`config.mk`:
```
export PLATFORM = sky130hd
export DESIGN_NAME = k_mismatch_pattern_match_counter_flat
export DESIGN_NICKNAME = d
export VERILOG_FILES = /design/src/sv/kmm_pkg.sv /design/src/sv/kmm_if.sv /design/src/sv/k_mismatch_pattern_match_counter.sv /design/src/sv/kmm_front.sv /design/src/sv/kmm_queue.sv /design/src/sv/kmm_back.sv /design/src/flat_wrapper.sv
export SDC_FILE = /design/constraint.sdc
export NUM_CORES = 1
export LEC_CHECK = 0
export ABC_AREA = 1
export BUFFER_PORTS_ARGS = -buffer_cell sky130_fd_sc_hd__buf_4
export CAP_MARGIN = 5
export CORE_ASPECT_RATIO = 0.6
export CORE_UTILIZATION = 68
export CTS_CLUSTER_DIAMETER = 80
export DETAILED_ROUTE_END_ITERATION = 7
export PLACE_DENSITY = 0.9
export RECOVER_POWER = 100
export SLEW_MARGIN = 20
export SYNTH_ARGS = -nofsm -noshare
export SYNTH_HDL_FRONTEND = slang
export SYNTH_SLANG_ARGS = --single-unit
export TNS_END_PERCENT = 100
```
`constraint.sdc`:
```
create_clock -name clock -period 8.2 [get_ports clock]
set_clock_uncertainty 0.15 [all_clocks]
set_input_delay 1.23 -clock clock [delete_from_list [all_inputs] [get_ports clock]]
set_output_delay 1.23 -clock clock [all_outputs]
set_load 0.1 [all_outputs]
```
`src/sv/kmm_pkg.sv`:
```
// ----------------------------------------------------------------------------
// kmm_pkg
// Types and constants of the k-mismatch pattern match counter.
// ----------------------------------------------------------------------------
package kmm_pkg;

   localparam int OP_WIDTH        = 2;
   localparam int SYMBOL_WIDTH    = 8;
   localparam int LIMIT_WIDTH     = 6;
   localparam int MISMATCH_WIDTH  = 6;
   localparam int TOTAL_OUT_WIDTH = 32;
   localparam int MISMATCH_MAX    = (1 << MISMATCH_WIDTH) - 1;

   localparam int MAX_PATTERN_DEF = 32;
   localparam int TOTAL_WIDTH_DEF = 32;

   // Depth of the command queue; a power of two so the pointers wrap.
   localparam int QUEUE_DEPTH     = 2;
   localparam int QUEUE_PTR_W     = (QUEUE_DEPTH > 1) ? $clog2(QUEUE_DEPTH) : 1;
   localparam int QUEUE_CNT_W     = $clog2(QUEUE_DEPTH + 1);

   typedef enum logic [OP_WIDTH-1:0] {
      OP_CLEAR   = 2'd0,
      OP_APPEND  = 2'd1,
      OP_TEXT    = 2'd2,
      OP_RESTART = 2'd3
   } op_type;

   typedef struct packed {
      op_type                  op;
      logic                    has_result;
      logic [SYMBOL_WIDTH-1:0] symbol;
   } cmd_type;

   typedef struct packed {
      logic    valid;
      cmd_type cmd;
   } stage_type;

endpackage

```
`src/sv/kmm_if.sv`:
```
// ----------------------------------------------------------------------------
// kmm interfaces
// Request, response and register write channels with valid/ready handshake.
// ----------------------------------------------------------------------------
interface kmm_req_if;
   import kmm_pkg::*;

   logic                    valid;
   logic                    ready;
   logic [OP_WIDTH-1:0]     operation;
   logic [SYMBOL_WIDTH-1:0] symbol;

   modport source (output valid, output operation, output symbol, input ready);
   modport sink   (input valid, input operation, input symbol, output ready);
endinterface

interface kmm_rsp_if;
   import kmm_pkg::*;

   logic                       valid;
   logic                       ready;
   logic                       window_match;
   logic [MISMATCH_WIDTH-1:0]  window_mismatches;
   logic [TOTAL_OUT_WIDTH-1:0] match_total;

   modport source (output valid, output window_match, output window_mismatches,
                   output match_total, input ready);
   modport sink   (input valid, input window_match, input window_mismatches,
                   input match_total, output ready);
endinterface

interface kmm_csr_if;
   import kmm_pkg::*;

   logic                   valid;
   logic                   ready;
   logic [LIMIT_WIDTH-1:0] mismatch_limit;

   modport source (output valid, output mismatch_limit, input ready);
   modport sink   (input valid, input mismatch_limit, output ready);
endinterface

```
`src/sv/k_mismatch_pattern_match_counter.sv`:
```
// ----------------------------------------------------------------------------
// k_mismatch_pattern_match_counter
// A text request passes the front register, the command queue and the
// response register. One request per cycle unless responses stall; the
// back engine updates all alignment counters at once from a two-entry queue.
// Reset (synchronous) empties the pattern, counters, match total and limit.
// ----------------------------------------------------------------------------
module k_mismatch_pattern_match_counter #(
   parameter int MAX_PATTERN = kmm_pkg::MAX_PATTERN_DEF,
   parameter int TOTAL_WIDTH = kmm_pkg::TOTAL_WIDTH_DEF
) (
   input  logic       clock,
   input  logic       reset,
   kmm_req_if.sink    req_bus,
   kmm_rsp_if.source  rsp_bus,
   kmm_csr_if.sink    csr_bus
);
   import kmm_pkg::*;

   stage_type push;
   stage_type head;
   logic      push_ready;
   logic      head_ready;

   kmm_front u_front (
      .clock      (clock),
      .reset      (reset),
      .req_bus    (req_bus),
      .push       (push),
      .push_ready (push_ready)
   );

   kmm_queue u_queue (
      .clock      (clock),
      .reset      (reset),
      .push       (push),
      .push_ready (push_ready),
      .head       (head),
      .head_ready (head_ready)
   );

   kmm_back #(
      .MAX_PATTERN (MAX_PATTERN),
      .TOTAL_WIDTH (TOTAL_WIDTH)
   ) u_back (
      .clock      (clock),
      .reset      (reset),
      .head       (head),
      .head_ready (head_ready),
      .csr_bus    (csr_bus),
      .rsp_bus    (rsp_bus)
   );

endmodule

```
`src/sv/kmm_front.sv`:
```
// ----------------------------------------------------------------------------
// kmm_front
// Accepts requests, decodes the operation and holds one decoded command.
// ----------------------------------------------------------------------------
module kmm_front (
   input  logic                clock,
   input  logic                reset,
   kmm_req_if.sink             req_bus,
   output kmm_pkg::stage_type  push,
   input  logic                push_ready
);
   import kmm_pkg::*;

   logic    valid_ff, valid_in;
   cmd_type cmd_ff, cmd_in;
   logic    take;

   always_comb begin
      req_bus.ready = !valid_ff || push_ready;
      take          = req_bus.valid && req_bus.ready;

      cmd_in            = cmd_ff;
      cmd_in.op         = op_type'(req_bus.operation);
      cmd_in.has_result = (op_type'(req_bus.operation) == OP_TEXT);
      cmd_in.symbol     = req_bus.symbol;
      if (!take) begin
         cmd_in = cmd_ff;
      end

      if (take) begin
         valid_in = 1'b1;
      end else if (push_ready) begin
         valid_in = 1'b0;
      end else begin
         valid_in = valid_ff;
      end

      push.valid = valid_ff;
      push.cmd   = cmd_ff;
   end

   always_ff @(posedge clock) begin
      if (reset) begin
         valid_ff <= 1'b0;
      end else begin
         valid_ff <= valid_in;
      end
      cmd_ff <= cmd_in;
   end

endmodule

```
`src/sv/kmm_queue.sv`:
```
// ----------------------------------------------------------------------------
// kmm_queue
// Short command queue between the front and the back.
// ----------------------------------------------------------------------------
module kmm_queue (
   input  logic                clock,
   input  logic                reset,
   input  kmm_pkg::stage_type  push,
   output logic                push_ready,
   output kmm_pkg::stage_type  head,
   input  logic                head_ready
);
   import kmm_pkg::*;

   cmd_type                entries_ff [QUEUE_DEPTH];
   logic [QUEUE_PTR_W-1:0] wr_ptr_ff, wr_ptr_in;
   logic [QUEUE_PTR_W-1:0] rd_ptr_ff, rd_ptr_in;
   logic [QUEUE_CNT_W-1:0] count_ff, count_in;
   logic                   do_push, do_pop;

   always_comb begin
      push_ready = (count_ff != QUEUE_CNT_W'(QUEUE_DEPTH));
      head.valid = (count_ff != '0);
      head.cmd   = entries_ff[rd_ptr_ff];

      do_push = push.valid && push_ready;
      do_pop  = head.valid && head_ready;

      wr_ptr_in = do_push ? QUEUE_PTR_W'(wr_ptr_ff + 1'b1) : wr_ptr_ff;
      rd_ptr_in = do_pop  ? QUEUE_PTR_W'(rd_ptr_ff + 1'b1) : rd_ptr_ff;
      count_in  = QUEUE_CNT_W'(count_ff + QUEUE_CNT_W'(do_push) - QUEUE_CNT_W'(do_pop));
   end

   always_ff @(posedge clock) begin
      if (reset) begin
         wr_ptr_ff <= '0;
         rd_ptr_ff <= '0;
         count_ff  <= '0;
      end else begin
         wr_ptr_ff <= wr_ptr_in;
         rd_ptr_ff <= rd_ptr_in;
         count_ff  <= count_in;
      end
      if (do_push) begin
         entries_ff[wr_ptr_ff] <= push.cmd;
      end
   end

endmodule

```
`src/sv/kmm_back.sv`:
```
// ----------------------------------------------------------------------------
// kmm_back
// Shift-add engine: pattern store, alignment counters, match total and the
// response register.
// ----------------------------------------------------------------------------
module kmm_back #(
   parameter int MAX_PATTERN = kmm_pkg::MAX_PATTERN_DEF,
   parameter int TOTAL_WIDTH = kmm_pkg::TOTAL_WIDTH_DEF
) (
   input  logic                clock,
   input  logic                reset,
   input  kmm_pkg::stage_type  head,
   output logic                head_ready,
   kmm_csr_if.sink             csr_bus,
   kmm_rsp_if.source           rsp_bus
);
   import kmm_pkg::*;

   localparam int CW   = $clog2(MAX_PATTERN + 1);
   localparam int IW   = (MAX_PATTERN > 1) ? $clog2(MAX_PATTERN) : 1;
   localparam int CMPW = (CW > LIMIT_WIDTH) ? CW : LIMIT_WIDTH;

   logic [SYMBOL_WIDTH-1:0]    pat_ff [MAX_PATTERN];
   logic [CW-1:0]              cnt_ff [MAX_PATTERN];
   logic [CW-1:0]              cnt_in [MAX_PATTERN];
   logic [CW-1:0]              cnt_next [MAX_PATTERN];
   logic [CW-1:0]              len_ff, len_in;
   logic [CW-1:0]              seen_ff, seen_in;
   logic [CW-1:0]              seen_step;
   logic [IW-1:0]              last_ff, last_in;
   logic                       overlong_ff, overlong_in;
   logic [TOTAL_WIDTH-1:0]     total_ff, total_in;
   logic [LIMIT_WIDTH-1:0]     limit_ff, limit_in;

   logic                       rsp_valid_ff, rsp_valid_in;
   logic                       match_ff, match_in;
   logic [MISMATCH_WIDTH-1:0]  mism_ff, mism_in;
   logic [TOTAL_OUT_WIDTH-1:0] mtotal_ff, mtotal_in;

   logic                       take, pat_we, usable, full, hit;
   logic [CW-1:0]              count;

   always_comb begin
      head_ready = !head.cmd.has_result || !rsp_valid_ff || rsp_bus.ready;
      take       = head.valid && head_ready;

      csr_bus.ready = 1'b1;
      limit_in      = csr_bus.valid ? csr_bus.mismatch_limit : limit_ff;

      // Every alignment advances by one text position at once.
      cnt_next[0] = CW'(head.cmd.symbol != pat_ff[0]);
      for (int j = 1; j < MAX_PATTERN; j++) begin
         cnt_next[j] = CW'(cnt_ff[j-1] + CW'(head.cmd.symbol != pat_ff[j]));
      end

      usable    = (len_ff != '0) && !overlong_ff;
      seen_step = (seen_ff < len_ff) ? CW'(seen_ff + 1'b1) : seen_ff;
      full      = (seen_step >= len_ff);
      count     = cnt_next[last_ff];
      hit       = full && (CMPW'(count) <= CMPW'(limit_ff));

      len_in      = len_ff;
      seen_in     = seen_ff;
      last_in     = last_ff;
      overlong_in = overlong_ff;
      total_in    = total_ff;
      pat_we      = 1'b0;
      for (int j = 0; j < MAX_PATTERN; j++) begin
         cnt_in[j] = cnt_ff[j];
      end

      rsp_valid_in = rsp_valid_ff && !rsp_bus.ready;
      match_in     = match_ff;
      mism_in      = mism_ff;
      mtotal_in    = mtotal_ff;

      if (take) begin
         unique case (head.cmd.op)
            OP_CLEAR: begin
               len_in      = '0;
               last_in     = '0;
               overlong_in = 1'b0;
               seen_in     = '0;
               total_in    = '0;
               for (int j = 0; j < MAX_PATTERN; j++) begin
                  cnt_in[j] = '0;
               end
            end
            OP_APPEND: begin
               if (len_ff < CW'(MAX_PATTERN)) begin
                  pat_we  = 1'b1;
                  len_in  = CW'(len_ff + 1'b1);
                  last_in = len_ff[IW-1:0];
               end else begin
                  overlong_in = 1'b1;
               end
               seen_in = '0;
               for (int j = 0; j < MAX_PATTERN; j++) begin
                  cnt_in[j] = '0;
               end
            end
            OP_TEXT: begin
               rsp_valid_in = 1'b1;
               match_in     = 1'b0;
               mism_in      = '0;
               mtotal_in    = TOTAL_OUT_WIDTH'(total_ff);
               // With no usable pattern the window state is left untouched.
               if (usable) begin
                  seen_in = seen_step;
                  for (int j = 0; j < MAX_PATTERN; j++) begin
                     cnt_in[j] = cnt_next[j];
                  end
                  if (full) begin
                     match_in = hit;
                     mism_in  = (CMPW'(count) > CMPW'(MISMATCH_MAX)) ?
                                MISMATCH_WIDTH'(MISMATCH_MAX) : MISMATCH_WIDTH'(count);
                     if (hit && (total_ff != '1)) begin
                        total_in  = TOTAL_WIDTH'(total_ff + 1'b1);
                        mtotal_in = TOTAL_OUT_WIDTH'(total_in);
                     end
                  end
               end
            end
            OP_RESTART: begin
               seen_in  = '0;
               total_in = '0;
               for (int j = 0; j < MAX_PATTERN; j++) begin
                  cnt_in[j] = '0;
               end
            end
         endcase
      end

      rsp_bus.valid             = rsp_valid_ff;
      rsp_bus.window_match      = match_ff;
      rsp_bus.window_mismatches = mism_ff;
      rsp_bus.match_total       = mtotal_ff;
   end

   always_ff @(posedge clock) begin
      if (reset) begin
         len_ff       <= '0;
         seen_ff      <= '0;
         last_ff      <= '0;
         overlong_ff  <= 1'b0;
         total_ff     <= '0;
         limit_ff     <= '0;
         rsp_valid_ff <= 1'b0;
         for (int j = 0; j < MAX_PATTERN; j++) begin
            cnt_ff[j] <= '0;
         end
      end else begin
         len_ff       <= len_in;
         seen_ff      <= seen_in;
         last_ff      <= last_in;
         overlong_ff  <= overlong_in;
         total_ff     <= total_in;
         limit_ff     <= limit_in;
         rsp_valid_ff <= rsp_valid_in;
         for (int j = 0; j < MAX_PATTERN; j++) begin
            cnt_ff[j] <= cnt_in[j];
         end
      end
      match_ff  <= match_in;
      mism_ff   <= mism_in;
      mtotal_ff <= mtotal_in;
      if (pat_we) begin
         pat_ff[len_ff[IW-1:0]] <= head.cmd.symbol;
      end
   end

endmodule

```
`src/flat_wrapper.sv`:
```
// flat-port wrapper written by rule: the top's interface ports become plain ports
module k_mismatch_pattern_match_counter_flat import kmm_pkg::*;
#(
   parameter int MAX_PATTERN = kmm_pkg::MAX_PATTERN_DEF,
   parameter int TOTAL_WIDTH = kmm_pkg::TOTAL_WIDTH_DEF
)
  (clock, reset, req_bus_valid, req_bus_operation, req_bus_symbol, req_bus_ready, rsp_bus_valid, rsp_bus_window_match, rsp_bus_window_mismatches, rsp_bus_match_total, rsp_bus_ready, csr_bus_valid, csr_bus_mismatch_limit, csr_bus_ready);
  kmm_req_if req_bus_i ();
  kmm_rsp_if rsp_bus_i ();
  kmm_csr_if csr_bus_i ();
  input  logic clock;
  input  logic reset;
  input wire logic [$bits(req_bus_i.valid)-1:0] req_bus_valid;
  input wire logic [$bits(req_bus_i.operation)-1:0] req_bus_operation;
  input wire logic [$bits(req_bus_i.symbol)-1:0] req_bus_symbol;
  output wire logic [$bits(req_bus_i.ready)-1:0] req_bus_ready;
  output wire logic [$bits(rsp_bus_i.valid)-1:0] rsp_bus_valid;
  output wire logic [$bits(rsp_bus_i.window_match)-1:0] rsp_bus_window_match;
  output wire logic [$bits(rsp_bus_i.window_mismatches)-1:0] rsp_bus_window_mismatches;
  output wire logic [$bits(rsp_bus_i.match_total)-1:0] rsp_bus_match_total;
  input wire logic [$bits(rsp_bus_i.ready)-1:0] rsp_bus_ready;
  input wire logic [$bits(csr_bus_i.valid)-1:0] csr_bus_valid;
  input wire logic [$bits(csr_bus_i.mismatch_limit)-1:0] csr_bus_mismatch_limit;
  output wire logic [$bits(csr_bus_i.ready)-1:0] csr_bus_ready;
  assign req_bus_i.valid = req_bus_valid;
  assign req_bus_i.operation = req_bus_operation;
  assign req_bus_i.symbol = req_bus_symbol;
  assign req_bus_ready = req_bus_i.ready;
  assign rsp_bus_valid = rsp_bus_i.valid;
  assign rsp_bus_window_match = rsp_bus_i.window_match;
  assign rsp_bus_window_mismatches = rsp_bus_i.window_mismatches;
  assign rsp_bus_match_total = rsp_bus_i.match_total;
  assign rsp_bus_i.ready = rsp_bus_ready;
  assign csr_bus_i.valid = csr_bus_valid;
  assign csr_bus_i.mismatch_limit = csr_bus_mismatch_limit;
  assign csr_bus_ready = csr_bus_i.ready;
  k_mismatch_pattern_match_counter #(.MAX_PATTERN(MAX_PATTERN), .TOTAL_WIDTH(TOTAL_WIDTH)) u_core (.clock(clock), .reset(reset), .req_bus(req_bus_i), .rsp_bus(rsp_bus_i), .csr_bus(csr_bus_i));
endmodule
```
==> results of run 1 <==
## registers in the layout, summed over array words and instances (netlist names), 5 cells and up, named ones only
| register | cells |
|---|---|
| u_core.u_back.cnt_ff | 171 |
| u_core.u_back.last_ff | 5 |
| u_core.u_back.len_ff | 6 |
| u_core.u_back.limit_ff | 6 |
| u_core.u_back.pat_ff | 256 |
| u_core.u_back.rsp_bus.match_total | 32 |
| u_core.u_back.rsp_bus.window_mismatches | 6 |
| u_core.u_back.seen_ff | 6 |
| u_core.u_back.total_ff | 32 |
| u_core.u_front.push | 11 |
| u_core.u_queue.entries_ff | 22 |
## worst max-delay path by stage
stage / startpoint / end
after floorplan: flop / u_core.u_back.rsp_bus.match_total[14]$_DFFE_PP_
after global placement: flop / u_core.u_back.rsp_bus.match_total[14]$_DFFE_PP_
after detailed placement: flop / u_core.u_back.rsp_bus.match_total[22]$_DFFE_PP_
after CTS: flop / u_core.u_back.rsp_bus.match_total[22]$_DFFE_PP_
after global routing: flop / u_core.u_back.total_ff[16]$_SDFFE_PP0P_
final: flop / u_core.u_back.cnt_ff[1][83]$_SDFFE_PP0P_
## cell usage after synthesis (48+ instances only)
master    number  area, µm²
a21oi_1      254       1271
buf_2         48      240.2
dfxtp_1      234       4684
edfxtp_1     328       9849
ha_1          89       1114
inv_1        186      698.2
nand2_1      781       2932
nand3_1      212       1061
nor2_1       170      638.1
xnor2_1      145       1270
xor2_1       175       1533
## power groups by stage
stage / Clock [mW] / Sequential [mW] / Combinational, mW
after floorplan: 0 / 3.47 / 1.85
after global routing: 2.57 / 3.32 / 2.86
after global placement: 0 / 3.36 / 2.53
after detailed placement: 0 / 3.36 / 2.63
final: 2.45 / 3.31 / 2.67
after CTS: 2.46 / 3.30 / 2.66
## cells by family (layout without fill, tap and decap cells)
logic type	count (synthesis)	after routing	share of synthesized area [%]
xor gates and xnor gates	321	321	10.12
and+or+nand+nor	1366	1366	21.36
DFF	562	562	52.19
adders and majority gates	89	89	3.999
other	1	1	0.01347
buffers and inverters	331	379	5.189
AOI/OAI and AO/OA	359	359	7.126
## per-stage QoR
step | cell area, µm² | utilization, % | hold WS (ns) | instances
6_report | 29960 | 75.42 | 0.2969 | 3599
5_1_grt | 29960 | 75.42 | 0.3016 | 3599
4_1_cts | 30230 | 76.09 | 0.2990 | 3599
3_5_place_dp | 28520 | 71.80 | 0.2837 | 3506
3_3_place_gp | 28520 | 71.80 | 0.2761 | 3506
2_1_floorplan | 27850 | - | 0.2715 | 3029
## layer usage
layer	share of wire [%]	wire length (µm)	up-vias	global-route usage [%]
li1	-	-	10100	-
met1	41	28360	10310	46.10
met2	45	31250	1349	51.31
met3	11	7488	223	5.428
met4	3.8	2632	0	13.02
met5	0	0	-	0
## final cells by class
| class | count | area (µm²) | share of cell area, % |
|---|---|---|---|
| multi-input cells | 2136 | 11820 | 39.45 |
| clock inverters | 20 | 181.4 | 0.6055 |
| inverters | 196 | 743.2 | 2.480 |
| repair buffers | 90 | 508.0 | 1.695 |
| flip-flops and latches | 562 | 14540 | 48.51 |
| well taps | 522 | 653.1 | 2.180 |
| clock buffers | 73 | 1523 | 5.082 |
==> results.ini, run 1 <==
[floorplan]
die_h_um=158.8
initial_core_util_pct=70.10
ios=63
rows=56
die_x_um=263.3
fp.dieArea_mm2=0.04179
core_area_mm2=0.03973

[synth]
synth-edff-count=328
synthArstFlopShare_pct=0
syn_inst=3029
syn_area_mm2=0.02785
syn_area_per_cell_um2=9.194
yosys_warnings=0
synth-seq-cells=562
synthDistinctLibCells=51
yosys_most_used_dff=edfxtp_1
syn_nets=3139
ys_seq_area_share_pct=52.19

[status]
status=finished, violations left
violations=capacitance limit, slew limit

[layout]
nets=3146
layout-drive-gt1-share_pct=6.532
final_common_cell=nand2_1
final_cell_mix=787 x nand2_1, 328 x edfxtp_1, 258 x a21oi_1
num_antenna_cells=0
areaGrowthSynthToFinish_pct=7.597
fill_cells=2627

[power_and_ir_drop]
pwr-share-seq_pct=39.2
p_comb_share_pct=31.7
total_power_mw=8.432
swShare_pct=37.09
power_density_mw_per_mm2=281.4
p_int_mw=5.305
clockPowerShare_pct=29.1
p_sw_mw=3.127
ir_drop_uv=268.8
p_leak_nw=10.93

[global_routing]
track_usage_pct=32.90
antenna_found_initial=0
grt_pass1_vias=21370
grt_max_degree=128
grt_pass1_wl_um=110500
overflow=0

[place]
io_buffers=61
place_ws_ns=1.679
dp_hpwl_um=45190
place.gp.congestion=0.9163

[setup_path]
crit_chain=inv_1 > or2_2 > o21ai_0 > ha_1 > inv_1 > nor2_4 > clkbuf_1 > nand2_2 > inv_4 > buf_4 > nand3_1 > a21oi_1
path_class=flop to flop
critical-path-slowest-cell=clkbuf_1
cpMostUsedCell=inv_1
cp-start-kind=flop
worst_ep_arrival_time_ns=7.50
critPathMaxStageDelay_ns=1.73
setup.worst_path.end_class=flop
r2r-end=u_core.u_back.cnt_ff[1][83]$_SDFFE_PP0P_
critPathTopFamily=buffers and inverters
cp_num_cells=12
worstPathRequired_ns=8.55
r2r_setup_slack_ns=1.05
worst_r2r_path_depth=12
crit_fanout=77
path_buf_inv=5

[sta]
slew_viol_final=89
relSlewSlack_pct=-62.73
max_freq_ghz=0.1399
final_hold_viol_count=0
layout_setup_ws_ns=1.051
rsz0062_at_grt=no
setup_viol=0
tightest_slew_ns=2.441
fin_setup_tns_ns=0
period_share_pct=87.18
fin_crit_ns=7.149

[clock_tree]
cts.sinks=562
postCtsSetupBuffers=0
numCtsBuffers=50
post_cts_resized=0
cts_buffer_depth=3
cts_root_buffer=clkbuf_16
clk_latency_ns=0.59
cts_max_level=2
clk_pin_slew_ns=0.07
postCtsHoldBufs=0
cts_tree=yes

[routing]
ant_nets=0
num_vias=21980
wl_um=69730
firstDrtPassIters=7
drt-wirelength-per-cell_um=19.38
vias_per_cell=6.108
drt-initial-drc-count=3139
drc_errors=0

[hold_path]
hold_path.startpoint=u_core.u_front.push[1]$_DFFE_PP_
worstHoldPathCells=0
min_to=u_core.u_queue.entries_ff[0][1]$_DFFE_PP_
hp-class=flop to flop

[run]
cap_violations=3

(Power assumes the default switching activity.)
==> run 2: changes to the inputs <==
- SYNTH_HIERARCHICAL: unset -> 1
==> run 2 against run 1 <==
Against the previous run: the run ends with DRC, capacitance limit, slew limit left; worst hold slack got worse by 0.0018 ns; highest routed layer unchanged; worst setup slack worse by 0.37 ns; die area fell by 1.5%; power decreased by 1.5%; cell count down 4.9%; final area is 2.1% lower; utilization down 0.92 points; global-route usage rose by 3.1 points; first-iteration DRC count grew 9.3%; synthesized cell count shrank 4.9%; register-to-register slack got worse by 0.37 ns; maximum frequency shrank 5.0%.
==> results.ini, run 2 <==
[status]
status=finished, violations left  ; unchanged
violations=DRC, capacitance limit, slew limit  ; was capacitance limit, slew limit

[routing]
vias_per_cell=6.305  ; was 6.108
drt-initial-drc-count=3431  ; was 3139
wl_um=74630  ; was 69730 µm
ant_nets=0  ; unchanged
firstDrtPassIters=8  ; was 7
num_vias=21590  ; was 21980
drt-wirelength-per-cell_um=21.80  ; was 19.38 µm
drc_errors=3  ; was 0

[setup_path]
worst_ep_arrival_time_ns=7.59  ; was 7.50 ns
critical-path-slowest-cell=nor2_1  ; was clkbuf_1
critPathTopFamily=simple AND/OR/NAND/NOR gates  ; was buffers and inverters
critPathMaxStageDelay_ns=1.00  ; was 1.73 ns
cp-start-kind=flop  ; unchanged
cpMostUsedCell=nand2_1  ; was inv_1
worstPathRequired_ns=8.27  ; was 8.55 ns
path_buf_inv=1  ; was 5
setup.worst_path.end_class=flop  ; unchanged
crit_fanout=64  ; was 77
path_class=flop to flop  ; unchanged

[synth]
synth.largest_area_cell=edfxtp_1  ; unchanged
syn_inst=2880  ; was 3029
syn_area_per_cell_um2=9.520  ; was 9.194 µm²
yosys.area_share.simple_pct=19.67  ; was 21.36%
ys_seq_area_share_pct=53.01  ; was 52.19%
yosys_most_used_dff=edfxtp_1  ; unchanged
synthAdderAreaFrac_pct=4.016  ; was 3.999%
synth-xor-area-share_pct=11.46  ; was 10.12%
yosys_warnings=6  ; was 0
synth-edff-count=328  ; unchanged
synth.area.mux_share_pct=0.5887  ; was 0%
synth-compound-area-share_pct=7.014  ; was 7.126%
synthArstFlopShare_pct=0  ; unchanged
yosys.area.top_type_share_pct=35.93  ; was 35.37%
synth-seq-cells=562  ; unchanged
synthTopCellsByCount=743 x nand2_1, 328 x edfxtp_1, 252 x a21oi_1, 235 x xnor2_1, 234 x dfxtp_1  ; was 781 x nand2_1, 328 x edfxtp_1, 254 x a21oi_1, 234 x dfxtp_1, 212 x nand3_1
synthDistinctLibCells=54  ; was 51
synth_top_family_by_area=simple AND/OR/NAND/NOR gates  ; unchanged
synth.area.top_cells=edfxtp_1 36%, dfxtp_1 17%, nand2_1 10%  ; was edfxtp_1 35%, dfxtp_1 17%, nand2_1 11%
syn_nets=2989  ; was 3139
syn_area_mm2=0.02742  ; was 0.02785 mm²
synth_most_common_cell=nand2_1  ; unchanged

[clock_tree]
clk_latency_ns=0.61  ; was 0.59 ns
cts_root_buffer=clkbuf_16  ; unchanged
clk_pin_slew_ns=0.07  ; about the same
cts_buffer_depth=3  ; unchanged
cts_max_level=2  ; unchanged
numCtsBuffers=49  ; was 50
cts.sinks=562  ; unchanged
postCtsHoldBufs=0  ; unchanged
postCtsSetupBuffers=0  ; unchanged
post_cts_resized=0  ; unchanged
cts_tree=yes  ; unchanged

[sta]
fin_crit_ns=7.524  ; was 7.149 ns
final_hold_viol_count=0  ; unchanged
tightest_slew_ns=5.503  ; was 2.441 ns
max_freq_ghz=0.1329  ; was 0.1399 GHz
period_share_pct=91.75  ; was 87.18%
rsz0062_at_grt=no  ; unchanged
setup_viol=0  ; unchanged
slew_viol_final=181  ; was 89
relSlewSlack_pct=-266.9  ; was -62.73%
fin_setup_tns_ns=0  ; unchanged

[power_and_ir_drop]
power_density_mw_per_mm2=283.1  ; was 281.4 mW/mm²
p_leak_nw=10.22  ; was 10.93 nW
total_power_mw=8.305  ; was 8.432 mW
ir_drop_uv=236.9  ; was 268.8 µV

[floorplan]
fp.dieArea_mm2=0.04115  ; was 0.04179 mm²
initial_core_util_pct=69.62  ; was 70.10%
die_h_um=157.5  ; was 158.8 µm
ios=63  ; unchanged
rows=56  ; unchanged
die_x_um=261.2  ; was 263.3 µm
core_area_mm2=0.03938  ; was 0.03973 mm²

[global_routing]
grt_max_degree=114  ; was 128
overflow=0  ; unchanged
antenna_found_initial=2  ; was 0
track_usage_pct=35.99  ; was 32.90%
grt_pass1_wl_um=113900  ; was 110500 µm
grt_pass1_vias=20490  ; was 21370

[place]
place.gp.congestion=0.9866  ; was 0.9163
io_buffers=61  ; unchanged
dp_hpwl_um=48300  ; was 45190 µm

[hold_path]
hp-class=flop to flop  ; unchanged

[run]
cap_violations=3  ; unchanged

[layout]
final_common_cell=nand2_1  ; unchanged
num_antenna_cells=0  ; unchanged
areaGrowthSynthToFinish_pct=7.010  ; was 7.597%
final_cell_mix=745 x nand2_1, 328 x edfxtp_1, 253 x a21oi_1  ; was 787 x nand2_1, 328 x edfxtp_1, 258 x a21oi_1
largest_reg_flops=256  ; unchanged
nets=2972  ; was 3146
final_util_pct=74.50  ; was 75.42%
layout-drive-gt1-share_pct=5.479  ; was 6.532%

==> run 2: report_power, final <==
group	internal (mW)	switching, mW	total, mW
sequential	3.22	0.0984	3.32
combinational	0.640	2.01	2.65
clock	1.27	1.07	2.34
total	5.13	3.18	8.30
==> run 2: final cells by class <==
cell class	count	area [µm²]
clock buffers	70	1446
inverters	134	508.0
well taps	522	653.1
fillers	2612	10040
multi-input cells	2042	11650
flip-flops and latches	562	14530
clock inverters	20	156.4
repair buffers	74	390.4
==> run 2: worst register-to-register path: stages (launching register included) <==
cell and delay [ns]:
dfxtp_1 0.80, mux2_4 0.93, xnor2_1 0.25, nand2_1 0.06, or4_1 0.58, ha_1 0.26
ha_1 0.23, nand3_1 0.11, xor2_1 0.44, nand2_1 0.09, nand2_1 0.08, inv_1 0.07
nand3_1 0.30, nand3_1 0.13, nand3_1 0.13, nand2_1 0.07, ha_1 0.28, nand2_1 0.06
nor2_1 0.15, nand3_1 0.09, nand2_1 0.21, nand2_1 0.13, nor2_1 1.00, nand4_1 0.28
nand3_1 0.21, a21oi_1 0.09
==> run 2: per-layer routing <==
layer,share of wire (%),track usage [%]
met1,40,51.95
met2,42,51.26
met3,15,11.77
met4,3.4,11.10
met5,0,0
==> run 2: worst paths after layout <==
kind                                                  startpoint                                   endpoint  slack (ns)  cells after the start
worst max register to register                              flop    u_core/u_back/total_ff[31]$_SDFFE_PP0P_        0.68                     25
worst max-delay path                                        flop    u_core/u_back/total_ff[31]$_SDFFE_PP0P_        0.68                     25
worst min register to register  u_core/u_front/push[4]$_DFFE_PP_  u_core/u_queue/entries_ff[1][4]$_DFFE_PP_        0.30                      0
worst min-delay path            u_core/u_front/push[4]$_DFFE_PP_  u_core/u_queue/entries_ff[1][4]$_DFFE_PP_        0.30                      0
==> run 2: stage by stage <==
step                      setup WS (ns)  instances  cell area (µm²)  hold slack [ns]
after floorplan                   3.230       2880            27420           0.2715
after global placement            1.816       3334            27990           0.2787
after detailed placement          1.571       3334            27990           0.2796
after CTS                         1.525       3424            29590           0.2950
after global routing             0.5425       3424            29340           0.3007
final                            0.6765       3424            29340           0.2950
==> run 2: logic make-up (layout without fill, tap and decap cells) <==
logic type / after synthesis / count (layout)
mux: 11 / 11
buf+inv: 276 / 298
compound gates: 353 / 353
fa+ha+maj: 88 / 88
flops: 562 / 562
simple gates: 1231 / 1231
xor+xnor: 358 / 358
other cells: 1 / 1
